File: config.mk
export PLATFORM = sky130hd
export DESIGN_NAME = humidity_sensor_frame_decoder_unit
export DESIGN_NICKNAME = d
export VERILOG_FILES = /design/src/hdl/hsfd_pkg.sv /design/src/hdl/humidity_sensor_frame_decoder_unit.sv
export SDC_FILE = /design/constraint.sdc
export NUM_CORES = 1
export LEC_CHECK = 0
export BUFFER_PORTS_ARGS = -buffer_cell sky130_fd_sc_hd__buf_2
export CAP_MARGIN = 40
export CORE_MARGIN = 2
export CORE_UTILIZATION = 30
export CTS_CLUSTER_DIAMETER = 100
export CTS_CLUSTER_SIZE = 30
export DETAILED_ROUTE_END_ITERATION = 16
export PLACE_DENSITY = 0.51
export REMOVE_ABC_BUFFERS = 1
export SLEW_MARGIN = 10
export SYNTH_ARGS = -nofsm -noshare
export SYNTH_HDL_FRONTEND = slang
export SYNTH_SLANG_ARGS = --single-unit
File: constraint.sdc
create_clock -name clk_i -period 8.5 [get_ports clk_i]
set_input_delay 2.125 -clock clk_i [delete_from_list [all_inputs] [get_ports clk_i]]
set_output_delay 2.125 -clock clk_i [all_outputs]
set_load 0.02 [all_outputs]
File: src/hdl/hsfd_pkg.sv
`default_nettype none

package hsfd_pkg;

  // Position of a byte inside the six-byte response frame.
  typedef enum logic [2:0] {
    PosTempMsb = 3'd0,
    PosTempLsb = 3'd1,
    PosTempCrc = 3'd2,
    PosHumMsb  = 3'd3,
    PosHumLsb  = 3'd4,
    PosHumCrc  = 3'd5
  } byte_pos_e;

  typedef enum logic [1:0] {
    StatusOk      = 2'd0,
    StatusTempCrc = 2'd1,
    StatusHumCrc  = 2'd2
  } status_e;

  localparam logic [7:0]  CrcPoly    = 8'h31;
  localparam logic [7:0]  CrcInit    = 8'hFF;

  localparam int unsigned TempScale  = 17500;
  localparam int unsigned HumScale   = 12500;
  localparam int unsigned RoundBias  = 32767;
  localparam int unsigned Divisor    = 65535;
  localparam int unsigned TempOffset = 4500;
  localparam int unsigned HumOffset  = 600;
  localparam int unsigned HumMax     = 10000;

  localparam int unsigned TempProdW  = 31;
  localparam int unsigned HumProdW   = 30;

  // CRC-8, MSB first, one byte.
  function automatic logic [7:0] crc8_byte(input logic [7:0] crc, input logic [7:0] data);
    logic [7:0] c;
    c = crc ^ data;
    for (int k = 0; k < 8; k++) begin
      c = c[7] ? ({c[6:0], 1'b0} ^ CrcPoly) : {c[6:0], 1'b0};
    end
    return c;
  endfunction

  // round(prod / 65535): split at bit 16, since x = q1*65535 + (q1 + lo),
  // and q1 + lo stays below twice the divisor, so one correction suffices.
  function automatic logic [14:0] div_round(input logic [TempProdW-1:0] prod);
    logic [TempProdW-1:0] x;
    logic [14:0]          q1;
    logic [16:0]          r1;
    x  = prod + TempProdW'(RoundBias);
    q1 = x[TempProdW-1:16];
    r1 = {1'b0, x[15:0]} + {2'b00, q1};
    return q1 + 15'(r1 >= 17'(Divisor));
  endfunction

endpackage

`default_nettype wire

File: src/hdl/humidity_sensor_frame_decoder_unit.sv
// A result beat is offered on m_axis once the sixth byte has passed the stage 1 and stage 2 output registers.
// Throughput: one byte per cycle sustained, set by the byte CRC update;
//   a stall on m_axis backs up into s_axis only once both result registers are full.
// Reset (rst_ni low, asynchronous): frame position to the first byte, CRC to 0xFF,
//   temperature check flag and all valid flags cleared; word registers are not reset.
`default_nettype none

module humidity_sensor_frame_decoder_unit
  import hsfd_pkg::*;
(
  input  wire logic        clk_i,
  input  wire logic        rst_ni,
  // input byte stream
  input  wire logic        s_axis_tvalid,
  output      logic        s_axis_tready,
  input  wire logic [7:0]  s_axis_tdata,   // [7:0] rx_byte
  input  wire logic        s_axis_tuser,   // [0] frame_start
  // result stream
  output      logic        m_axis_tvalid,
  input  wire logic        m_axis_tready,
  output      logic [31:0] m_axis_tdata,   // [14:0] temperature_centi, [28:15] humidity_centi,
                                           // [31:29] zero
  output      logic [1:0]  m_axis_tuser    // [1:0] status
);

  // ---------------------------------------------------------------------------
  // Frame tracking state
  // ---------------------------------------------------------------------------
  byte_pos_e   pos_q, pos_d, pos_cur;
  logic [7:0]  crc_q, crc_d;
  logic        tok_q, tok_d;          // temperature CRC matched
  logic [15:0] tword_q, tword_d;
  logic [15:0] hword_q, hword_d;

  // Stage 1: scaled products of a completed frame
  logic                 s1_v_q, s1_v_d;
  logic [TempProdW-1:0] s1_tprod_q;
  logic [HumProdW-1:0]  s1_hprod_q;
  status_e              s1_status_q, status_new;

  // Stage 2: output register
  logic        m_v_q, m_v_d;
  logic [14:0] m_temp_q, m_temp_d;
  logic [13:0] m_hum_q, m_hum_d;
  status_e     m_status_q;

  logic s_fire, frame_done, out_ready, s1_move;

  logic [7:0] rx_byte;
  logic       frame_start;

  assign rx_byte     = s_axis_tdata;
  assign frame_start = s_axis_tuser;

  assign out_ready     = !m_v_q || m_axis_tready;
  assign s1_move       = s1_v_q && out_ready;
  // The frame stage frees up in the same cycle it hands over to the output.
  assign s_axis_tready = !s1_v_q || out_ready;
  assign s_fire        = s_axis_tvalid && s_axis_tready;

  // A start flag, or a stale position, restarts the frame at this byte.
  assign pos_cur    = (frame_start || pos_q > PosHumCrc) ? PosTempMsb : pos_q;
  assign frame_done = s_fire && (pos_cur == PosHumCrc);

  // Next position
  always_comb begin
    pos_d = pos_q;
    if (s_fire) begin
      case (pos_cur)
        PosTempMsb: pos_d = PosTempLsb;
        PosTempLsb: pos_d = PosTempCrc;
        PosTempCrc: pos_d = PosHumMsb;
        PosHumMsb:  pos_d = PosHumLsb;
        PosHumLsb:  pos_d = PosHumCrc;
        PosHumCrc:  pos_d = PosTempMsb;
        default:    pos_d = PosTempMsb;
      endcase
    end
  end

  // CRC, word capture and check result per byte
  always_comb begin
    crc_d      = crc_q;
    tok_d      = tok_q;
    tword_d    = tword_q;
    hword_d    = hword_q;
    status_new = StatusOk;
    if (!tok_q) begin
      status_new = StatusTempCrc;   // temperature failure wins over humidity
    end else if (crc_q != rx_byte) begin
      status_new = StatusHumCrc;
    end
    if (s_fire) begin
      case (pos_cur)
        PosTempMsb: begin
          crc_d   = crc8_byte(CrcInit, rx_byte);
          tword_d = {rx_byte, tword_q[7:0]};
        end
        PosTempLsb: begin
          crc_d   = crc8_byte(crc_q, rx_byte);
          tword_d = {tword_q[15:8], rx_byte};
        end
        PosTempCrc: begin
          tok_d = (crc_q == rx_byte);
          crc_d = CrcInit;
        end
        PosHumMsb: begin
          crc_d   = crc8_byte(CrcInit, rx_byte);
          hword_d = {rx_byte, hword_q[7:0]};
        end
        PosHumLsb: begin
          crc_d   = crc8_byte(crc_q, rx_byte);
          hword_d = {hword_q[15:8], rx_byte};
        end
        PosHumCrc: begin
          crc_d = CrcInit;
          tok_d = 1'b0;
        end
        default: begin
          crc_d = crc_q;
        end
      endcase
    end
  end

  always_ff @(posedge clk_i or negedge rst_ni) begin
    if (!rst_ni) begin
      pos_q <= PosTempMsb;
      crc_q <= CrcInit;
      tok_q <= 1'b0;
    end else begin
      pos_q <= pos_d;
      crc_q <= crc_d;
      tok_q <= tok_d;
    end
  end

  always_ff @(posedge clk_i) begin
    tword_q <= tword_d;
    hword_q <= hword_d;
  end

  // ---------------------------------------------------------------------------
  // Stage 1: both words are complete when the humidity CRC byte arrives,
  // so the constant multiplies run off the word registers.
  // ---------------------------------------------------------------------------
  always_comb begin
    s1_v_d = s1_v_q;
    if (frame_done) begin
      s1_v_d = 1'b1;
    end else if (s1_move) begin
      s1_v_d = 1'b0;
    end
  end

  always_ff @(posedge clk_i or negedge rst_ni) begin
    if (!rst_ni) begin
      s1_v_q <= 1'b0;
    end else begin
      s1_v_q <= s1_v_d;
    end
  end

  always_ff @(posedge clk_i) begin
    if (frame_done) begin
      s1_tprod_q  <= TempProdW'(tword_q) * TempProdW'(TempScale);
      s1_hprod_q  <= HumProdW'(hword_q) * HumProdW'(HumScale);
      s1_status_q <= status_new;
    end
  end

  // ---------------------------------------------------------------------------
  // Stage 2: divide by 65535 with rounding, offset, clamp, zero on error
  // ---------------------------------------------------------------------------
  logic [14:0]        t_quo, h_quo;
  logic signed [15:0] t_full;

  assign t_quo  = div_round(s1_tprod_q);
  assign h_quo  = div_round(TempProdW'(s1_hprod_q));
  assign t_full = $signed({1'b0, t_quo}) - $signed(16'(TempOffset));

  always_comb begin
    m_temp_d = t_full[14:0];
    if (h_quo < 15'(HumOffset)) begin
      m_hum_d = '0;
    end else if (h_quo > 15'(HumMax + HumOffset)) begin
      m_hum_d = 14'(HumMax);
    end else begin
      m_hum_d = 14'(h_quo - 15'(HumOffset));
    end
    if (s1_status_q != StatusOk) begin
      m_temp_d = '0;
      m_hum_d  = '0;
    end
  end

  always_comb begin
    m_v_d = m_v_q;
    if (s1_move) begin
      m_v_d = 1'b1;
    end else if (m_axis_tready) begin
      m_v_d = 1'b0;
    end
  end

  always_ff @(posedge clk_i or negedge rst_ni) begin
    if (!rst_ni) begin
      m_v_q <= 1'b0;
    end else begin
      m_v_q <= m_v_d;
    end
  end

  always_ff @(posedge clk_i) begin
    if (s1_move) begin
      m_temp_q   <= m_temp_d;
      m_hum_q    <= m_hum_d;
      m_status_q <= s1_status_q;
    end
  end

  assign m_axis_tvalid = m_v_q;
  assign m_axis_tdata  = {3'b000, m_hum_q, m_temp_q};
  assign m_axis_tuser  = m_status_q;

endmodule

`default_nettype wire

==> impl_metrics.json, run 1 <==
{
  "ys_top_cells_by_count": "inv_1, ha_1, edfxtp_1",
  "power.internal_mw": 2.18,
  "placementRows": 83,
  "synth_top_area_share": 0.237,
  "route.detailed.drc": 0,
  "grt-ovfl-total": 0,
  "grt_pass1_wl_mm": 56.5,
  "p_leak_nw": 7.67,
  "clk_pin_slew_ps": 60,
  "coreArea_um2": 51100,
  "drive_above_1_share": 0.0812,
  "min_period_ps": 8060,
  "met2_usage": 0.203,
  "synthFlopType": "edfxtp_1",
  "grt_pass1_vias": 10900,
  "clock_power_share": 0.213,
  "die_w_um": 231,
  "status": "completed",
  "cpMaxStageDelayCell": "or4_4",
  "grt_use_met3": 0.0205,
  "root_buffer": "clkbuf_16",
  "critPathMaxStageDelay_ps": 610,
  "grt_use_met1": 0.191,
  "r2r_cells": 27,
  "pin_count": 49,
  "final-max-slew-violation-count": 0,
  "netSwitchingFraction": 0.393,
  "max_clock_freq_mhz": 124,
  "layout-area-overhead-vs-synth_pct": 10.4,
  "grt_usage": 0.132,
  "yosysTopAreaCell": "edfxtp_1",
  "powerDensity_nw_per_um2": 210,
  "seqPwrFrac": 0.260,
  "cpMostUsedCell": "ha_1",
  "slew_headroom": 0.444,
  "power_frac_comb": 0.526,
  "synth_area_per_cell_um2": 9.69,
  "tns_ps": 0,
  "worstPathRequired_ps": 8680,
  "finalClockSkew_ps": 13.1,
  "clkLatencyLatePin_ps": 450,
  "r2r_slack_ps": 440,
  "drt-pass1-iter-count": 5,
  "stdcell_area_um2": 17100,
  "post-cts-setup-buffers": 0,
  "drt_iter0_markers": 509,
  "vias": 11000,
  "numClockSinks": 136,
  "worst_ir_drop_vdd_mv": 0.139,
  "routabilityCongestion": 0.886,
  "clk_path_buf_depth": 2,
  "wl_per_cell_um": 14.7,
  "yosys_warnings": 0,
  "fp.dieH_um": 231,
  "synth_edf_count": 122,
  "syn-instance-count": 1596,
  "ant_nets": 0,
  "synthTopCellsByArea": "edfxtp_1, ha_1, fa_1",
  "synth.distinct_cells": 91,
  "synthArstFlopShare": 0.103,
  "rsz0062_at_grt": "false",
  "grt_max_degree": 60,
  "arrival_ps": 8240,
  "floorplan.initialDensity": 0.303,
  "hold_depth": 0,
  "synth_seq_cells": 136,
  "die-area_um2": 53400,
  "yosysMostFrequentCell": "inv_1",
  "cts_buffers": 17,
  "wl_mm": 34.4,
  "antenna_found_initial": 0,
  "htree_levels": 4,
  "cts_tree": "done",
  "power_switching_mw": 1.41,
  "placed_cell_area_um2": 16500,
  "end_kind": "flip-flop",
  "cp-start-kind": "flip-flop",
  "nets": 1974,
  "yosysSeqAreaShare": 0.260,
  "timing.final.crit_share": 0.948,
  "crit_type": "flip-flop to flip-flop",
  "portBuffers": 45,
  "setup_violations": 0,
  "max_cap_viol_count": 0,
  "worst_pin_slew_ps": 833,
  "antennaDiodeCount": 0,
  "hold_viol_final": 0,
  "worstPathMaxFanout": 13,
  "dp_hpwl_mm": 29.0,
  "netlist_area_um2": 15500,
  "drt-vias-per-instance": 4.72,
  "hp-class": "flip-flop to flip-flop",
  "grt_busiest_layer": "met2"
}
-- worst max-delay path: cells and delay by family (launching register included) --
family | cells | cell delay [ps]
XOR/XNOR | 1 | 290
adder cells (fa/ha/maj) | 4 | 1120
multiplexers | 1 | 360
buffers and inverters | 1 | 100
flip-flops | 1 | 470
AND/OR/NAND/NOR | 10 | 3010
AO/OA/AOI/OAI | 10 | 2410
-- logic make-up after synthesis --
group           count (synthesis)  share of synthesized area
other cells                     1                   0.000242
compound gates                266                      0.118
flops                         136                      0.260
fa+ha+maj                     324                      0.305
simple gates                  416                      0.147
buf+inv                       285                     0.0708
xor+xnor                      159                     0.0926
mux                             9                    0.00607
-- area by class of cell --
type | count | area (µm²)
clock buffer | 18 | 429
clock inverter | 14 | 171
fill | 5246 | 34000
timing repair buffer | 49 | 255
multi-input combinational | 1177 | 10400
sequential | 136 | 4020
tap | 680 | 851
inverter | 256 | 963
-- sequential cells by signal, indices dropped and copies added (netlist names) --
name / flops
hword_q: 16
s1_tprod_q: 29
pos_q: 3
tok_q: 1
crc_q: 8
m_axis_tvalid: 1
tword_q: 16
m_hum_q: 14
s1_hprod_q: 28
m_temp_q: 15
s1_v_q: 1
s1_status_q: 2
m_axis_tuser: 2
-- path summary, 6_finish.rpt --
kind                                startpoint         endpoint
worst max register to register   s1_hprod_q[6]       m_hum_q[7]
worst min-delay path            s1_status_q[1]  m_axis_tuser[1]
worst max-delay path             s1_hprod_q[6]       m_hum_q[7]
max in group asynchronous               rst_ni         crc_q[0]
worst min register to register  s1_status_q[1]  m_axis_tuser[1]
min in group asynchronous               rst_ni            tok_q
-- metal layers --
| layer | vias to the layer above | wire (µm) |
|---|---|---|
| met2 | 170 | 14800 |
| li1 | 5641 | - |
| met3 | 34 | 1220 |
| met4 | 0 | 605 |
| met5 | - | 0 |
| met1 | 5153 | 17800 |
-- through the flow --
| stage | power (mW) | instances | hold WS, ps | util | setup WS [ps] |
|---|---|---|---|---|---|
| after floorplan | 2.45 | 1569 | 442 | - | 1310 |
| after global placement | 2.83 | 2297 | 475 | 0.322 | 517 |
| after detailed placement | 2.84 | 2298 | 472 | 0.322 | 407 |
| after CTS | 3.63 | 2330 | 487 | 0.334 | 395 |
| after global routing | 3.95 | 2330 | 506 | 0.334 | 25.3 |
| final | 3.59 | 2330 | 495 | 0.334 | 440 |
-- power by group through the flow --
| stage | Sequential [mW] | Clock (mW) | Combinational (mW) |
|---|---|---|---|
| floorplan | 0.931 | 0 | 1.52 |
| global placement | 0.946 | 0 | 1.88 |
| detailed placement | 0.948 | 0 | 1.89 |
| CTS | 0.934 | 0.788 | 1.91 |
| global route | 0.941 | 0.810 | 2.19 |
| finish | 0.933 | 0.765 | 1.89 |
-- timing repair --
item | CTS | global route
hold buffers | 0 | 0
gates resized for setup | 0 | 2
setup endpoints to repair | 0 | 13
-- layout by cell type, fill, tap and decap left out, drive strengths merged, types with 7 or more instances in the layout --
cell type  Yosys  routed
a31oi         14      14
o2111ai        7       7
ha           235     235
or2           15      15
a21o          22      22
nand4         13      13
nor2b         19      19
a211oi        16      16
nand2         88      88
or4           11      11
dfstp          8       8
buf            8      49
nor3          39      39
nand2b        18      18
and3          25      25
a21oi         77      77
or3           22      22
nor4          17      17
nand3         28      28
xor2          59      59
xnor2         99      99
edfxtp       122     122
o211ai        10      10
fa            89      89
nor2          67      67
clkbuf        21      18
and2          30      30
inv          255     258
o21ai         53      53
(Power assumes the default switching activity.)
==> inputs of run 2 (changes only) <==
--- a/config.mk
+++ b/config.mk
@@ -12,6 +12,7 @@
 export CTS_CLUSTER_DIAMETER = 100
 export CTS_CLUSTER_SIZE = 30
 export DETAILED_ROUTE_END_ITERATION = 16
+export GPL_TIMING_DRIVEN = 0
 export PLACE_DENSITY = 0.51
 export REMOVE_ABC_BUFFERS = 1
 export SLEW_MARGIN = 10
==> run 2 against run 1 <==
  * Worst setup slack better by 120 ps
  * Global-route usage barely moved
  * Wire length decreased by 1.4%
  * Sequential share of layout area about the same
  * Non-clock buffer count decreased by 1
  * Clock-buffer cell count rose by 1
  * Cell count about the same
  * Maximum frequency up 1.5%
  * Utilization is essentially flat
  * Register-to-register slack better by 120 ps
  * Power down 0.78%
  * Critical endpoint unchanged
==> impl_metrics.json, run 2 (synthesis gave the netlist of run 1 again) <==
{
  "status": "completed",
  "worst_ir_drop_vdd_mv": 0.141,
  "timing.final.crit_share": 0.934,
  "coreArea_um2": 51100,
  "worstPathMaxFanout": 13,
  "tns_ps": 0,
  "numClockSinks": 136,
  "portBuffers": 45,
  "root_buffer": "clkbuf_16",
  "seqPwrFrac": 0.262,
  "final-max-slew-violation-count": 0,
  "worst-path-buf-inv": 2,
  "dp_hpwl_mm": 28.6,
  "drt-pass1-iter-count": 5,
  "wl_per_cell_um": 14.5,
  "nFillCells": 5220,
  "cts_tree": "done",
  "end_kind": "flip-flop",
  "htree_levels": 4,
  "slew_headroom": 0.427,
  "largest_register_ffs": 29,
  "min_period_ps": 7940,
  "cpMostUsedCell": "ha_1",
  "cpMaxStageDelayCell": "or4_4",
  "pin_count": 49,
  "hold_buffers": 0,
  "crit-reg2reg-capture": "m_hum_q[7]",
  "die-area_um2": 53400,
  "worst_pin_slew_ps": 854,
  "grt_max_degree": 34,
  "worstPathRequired_ps": 8690,
  "power_frac_comb": 0.533,
  "grt_pass1_wl_mm": 56.7,
  "crit_family": "simple AND/OR/NAND/NOR gates",
  "setup_violations": 0,
  "dp_slack_ps": 348,
  "register_area_um2": 4020,
  "layout_common_cells": "inv_1, ha_1, edfxtp_1",
  "layout-area-overhead-vs-synth_pct": 10.3,
  "die_w_um": 231,
  "powerDensity_nw_per_um2": 208,
  "netSwitchingFraction": 0.396,
  "placementRows": 83,
  "setup_ws_ps": 561,
  "routabilityCongestion": 0.903,
  "r2r_slack_ps": 560,
  "antennaDiodeCount": 0,
  "hold_viol_final": 0,
  "dp.cells": 2296,
  "mostFrequentLayoutCell": "inv_1",
  "critPathMaxStageDelay_ps": 620,
  "p_leak_nw": 7.66,
  "arrival_ps": 8120,
  "clock_power_share": 0.205,
  "finalClockSkew_ps": 10.3,
  "wl_mm": 33.9,
  "cp-start-kind": "flip-flop",
  "drive_above_1_share": 0.0813,
  "largest_registers": "s1_tprod_q (29), s1_hprod_q (28)",
  "max_clock_freq_mhz": 126,
  "rsz0062_at_grt": "false",
  "top_register": "s1_tprod_q",
  "r2r_start": "s1_hprod_q[6]",
  "cts_buffers": 17,
  "vias": 11000,
  "hold_end": "m_axis_tvalid",
  "final_cell_count_no_fill": 2329,
  "hold_start": "s1_v_q",
  "drt-vias-per-instance": 4.70,
  "hold_depth": 1,
  "grt_usage": 0.132,
  "grt_pass1_vias": 11000,
  "max_cap_viol_count": 0,
  "r2r_cells": 28,
  "crit_type": "flip-flop to flip-flop",
  "nets": 1973,
  "antenna_found_initial": 0,
  "total_power_mw": 3.56,
  "drt_iter0_markers": 595,
  "fp.dieH_um": 231,
  "power_switching_mw": 1.41,
  "clkLatencyLatePin_ps": 450,
  "floorplan.initialDensity": 0.303,
  "clk_path_buf_depth": 2,
  "grt-ovfl-total": 0,
  "multi_input_area_um2": 10400,
  "ant_nets": 0,
  "route.detailed.drc": 0,
  "clk_pin_slew_ps": 60,
  "hp-class": "flip-flop to flip-flop",
  "power.internal_mw": 2.15
}
run 2: area by class of cell:
cell class,count,share of cell area
multi-input combinational,1177,0.608
tap,680,0.0498
sequential,136,0.236
inverter,256,0.0564
clock inverter,13,0.00843
clock buffer,19,0.0254
timing repair buffer,48,0.0160
run 2: power groups by stage:
stage,sequential [mW],clock (mW),combinational (mW)
final,0.934,0.728,1.90
after floorplan,0.931,0,1.52
after CTS,0.935,0.748,1.92
after global placement,0.947,0,1.88
after global routing,0.941,0.775,2.22
after detailed placement,0.949,0,1.90
run 2: layer usage:
layer	track usage	vias to the layer above	wire, µm
li1	-	5632	-
met4	0.0395	0	624
met3	0.0194	37	1010
met1	0.185	5137	17100
met5	0	-	0
met2	0.210	147	15100
run 2: worst max-delay path by stage:
stage,start,to,slack (ps),depth (start not counted)
6_report,s1_hprod_q[6],m_hum_q[7],560,28
2_1_floorplan,s1_hprod_q[6],m_hum_q[2],1310,27
4_1_cts,s1_hprod_q[6],m_hum_q[7],330,27
3_3_place_gp,s1_hprod_q[6],m_hum_q[7],330,27
5_1_grt,s1_hprod_q[6],m_hum_q[7],5,28
3_5_place_dp,s1_hprod_q[6],m_hum_q[7],350,27
run 2: stage by stage:
step | util | hold WS (ps) | cell area [µm²]
after floorplan | - | 442 | 15300
after global placement | 0.321 | 465 | 16400
after detailed placement | 0.322 | 474 | 16500
after CTS | 0.334 | 497 | 17000
after global routing | 0.334 | 511 | 17100
final | 0.334 | 487 | 17100
run 2: timing repair:
action                                  4_1_cts  5_1_grt
gates resized for setup                       0        1
endpoints found under the setup margin        0       13
setup buffers                                 0        1
==> inputs of run 3 (changes only) <==
--- a/config.mk
+++ b/config.mk
@@ -7,15 +7,17 @@
 export LEC_CHECK = 0
 export BUFFER_PORTS_ARGS = -buffer_cell sky130_fd_sc_hd__buf_2
 export CAP_MARGIN = 40
+export CELL_PAD_IN_SITES_DETAIL_PLACEMENT = 1
+export CELL_PAD_IN_SITES_GLOBAL_PLACEMENT = 1
 export CORE_MARGIN = 2
 export CORE_UTILIZATION = 30
 export CTS_CLUSTER_DIAMETER = 100
 export CTS_CLUSTER_SIZE = 30
 export DETAILED_ROUTE_END_ITERATION = 16
 export GPL_TIMING_DRIVEN = 0
-export PLACE_DENSITY = 0.51
+export PLACE_DENSITY = 0.6
 export REMOVE_ABC_BUFFERS = 1
-export SLEW_MARGIN = 10
+export SLEW_MARGIN = 15
 export SYNTH_ARGS = -nofsm -noshare
 export SYNTH_HDL_FRONTEND = slang
 export SYNTH_SLANG_ARGS = --single-unit
==> run 3 against run 2 <==
  * Sequential share of layout area fell by 0.084 points
  * Maximum frequency decreased by 3.2%
  * Clock skew is 2.1 ps higher
  * Via count grew 2.4%
  * Critical path depth did not move
==> impl_metrics.json, run 3 (synthesis gave the netlist of run 1 again) <==
{
  "status": "completed",
  "critPathMaxStageDelay_ps": 620,
  "wl_mm": 37.7,
  "stdcell_area_um2": 17100,
  "worst_pin_slew_ps": 847,
  "coreArea_um2": 51100,
  "netSwitchingFraction": 0.402,
  "drt-pass1-iter-count": 4,
  "r2r_cells": 28,
  "power_frac_comb": 0.536,
  "wl_per_cell_um": 16.2,
  "clk_pin_slew_ps": 60,
  "drt-vias-per-instance": 4.82,
  "route.detailed.drc": 0,
  "hold_viol_final": 0,
  "fp.dieH_um": 231,
  "power_switching_mw": 1.45,
  "final-max-slew-violation-count": 0,
  "arrival_ps": 8390,
  "grt_pass1_vias": 11800,
  "max_cap_viol_count": 0,
  "timing.final.crit_share": 0.965,
  "seqPwrFrac": 0.260,
  "hold_buffers": 0,
  "max_clock_freq_mhz": 122,
  "grt_max_degree": 32,
  "min_period_ps": 8200,
  "vias": 11200,
  "htree_levels": 4,
  "dp_hpwl_mm": 32.0,
  "clock_power_share": 0.204,
  "final_cell_count_no_fill": 2330,
  "hp-class": "flip-flop to flip-flop",
  "setup_violations": 0,
  "drt_iter0_markers": 406,
  "placed_cell_area_um2": 16500,
  "portBuffers": 45,
  "dp.cells": 2298,
  "p_leak_nw": 7.69,
  "grt_pass1_wl_mm": 62.1,
  "ant_nets": 0,
  "power.internal_mw": 2.15,
  "cp-start-kind": "flip-flop",
  "layout_common_cells": "inv_1, ha_1, edfxtp_1",
  "nFillCells": 5874,
  "worstPathRequired_ps": 8690,
  "nets": 1975,
  "clkLatencyLatePin_ps": 460,
  "clk_path_buf_depth": 2,
  "finalClockSkew_ps": 12.5,
  "floorplan.initialDensity": 0.303,
  "die-area_um2": 53400,
  "post-route-util": 0.335,
  "largest_registers": "s1_tprod_q (29), s1_hprod_q (28)",
  "layout-area-overhead-vs-synth_pct": 10.7,
  "cts_tree": "done",
  "top_register": "s1_tprod_q",
  "largest_register_ffs": 29,
  "numClockSinks": 136,
  "drive_above_1_share": 0.0861,
  "crit_type": "flip-flop to flip-flop",
  "cpMaxStageDelayCell": "or4_4",
  "antennaDiodeCount": 0,
  "slew_headroom": 0.435,
  "die_w_um": 231,
  "grt-ovfl-total": 0,
  "mostFrequentLayoutCell": "inv_1",
  "worst_ir_drop_vdd_mv": 0.125,
  "grt_usage": 0.146,
  "cpMostUsedCell": "ha_1",
  "routabilityCongestion": 0.870,
  "antenna_found_initial": 0,
  "cts_buffers": 17,
  "total_power_mw": 3.60,
  "powerDensity_nw_per_um2": 210,
  "end_kind": "flip-flop",
  "worstPathMaxFanout": 13,
  "placementRows": 83,
  "pin_count": 49,
  "root_buffer": "clkbuf_16",
  "hold_depth": 0
}
[run 3: area by class of cell]
type | count | area (µm²) | area share
clock buffer | 18 | 429 | 0.0251
sequential | 136 | 4020 | 0.235
multi-input combinational | 1177 | 10400 | 0.608
timing repair buffer | 50 | 310 | 0.0181
inverter | 256 | 963 | 0.0562
tap | 680 | 851 | 0.0497
clock inverter | 13 | 145 | 0.00847
[run 3: final timing paths]
check	startpoint	to	slack, ps
worst max-delay path	s1_hprod_q[6]	m_hum_q[2]	300
worst min-delay path	s1_status_q[1]	m_axis_tuser[1]	480
worst max register to register	s1_hprod_q[6]	m_hum_q[2]	300
worst min register to register	s1_status_q[1]	m_axis_tuser[1]	480
max in group asynchronous	rst_ni	crc_q[4]	6620
min in group asynchronous	rst_ni	m_axis_tvalid	1570
[run 3: worst max-delay path: cells and delay by family (launching register included)]
| kind | cells | cell delay [ps] |
|---|---|---|
| DFF | 1 | 480 |
| and+or+nand+nor | 10 | 3030 |
| adders and majority gates | 4 | 1150 |
| AOI/OAI and AO/OA | 10 | 2320 |
| xor gates and xnor gates | 1 | 330 |
| buffers and inverters | 2 | 260 |
| muxes | 1 | 340 |
[run 3: power by group through the flow]
stage               combinational [mW]  clock, mW  sequential, mW
floorplan                         1.52          0           0.931
global placement                  1.90          0           0.948
detailed placement                1.95          0           0.949
CTS                               1.96      0.759           0.935
global route                      2.24      0.782           0.942
finish                            1.93      0.734           0.934
[run 3: routing by layer]
layer,GRT usage,wire (µm)
met1,0.200,18700
met2,0.241,17500
met3,0.0212,970
met4,0.0383,499
met5,0,0
[run 3: timing repair]
item | 4_1_cts | 5_1_grt
setup endpoints to repair | 0 | 14
resized for setup | 0 | 6
setup buffers | 0 | 1
[run 3: metrics by stage]
step	setup WS (ps)	hold slack, ps	setup TNS (ps)
after floorplan	1310	442	0
after global placement	133	460	0
after detailed placement	59.1	457	0
after CTS	19.8	474	0
after global routing	-13.8	491	-63.5
final	297	480	0
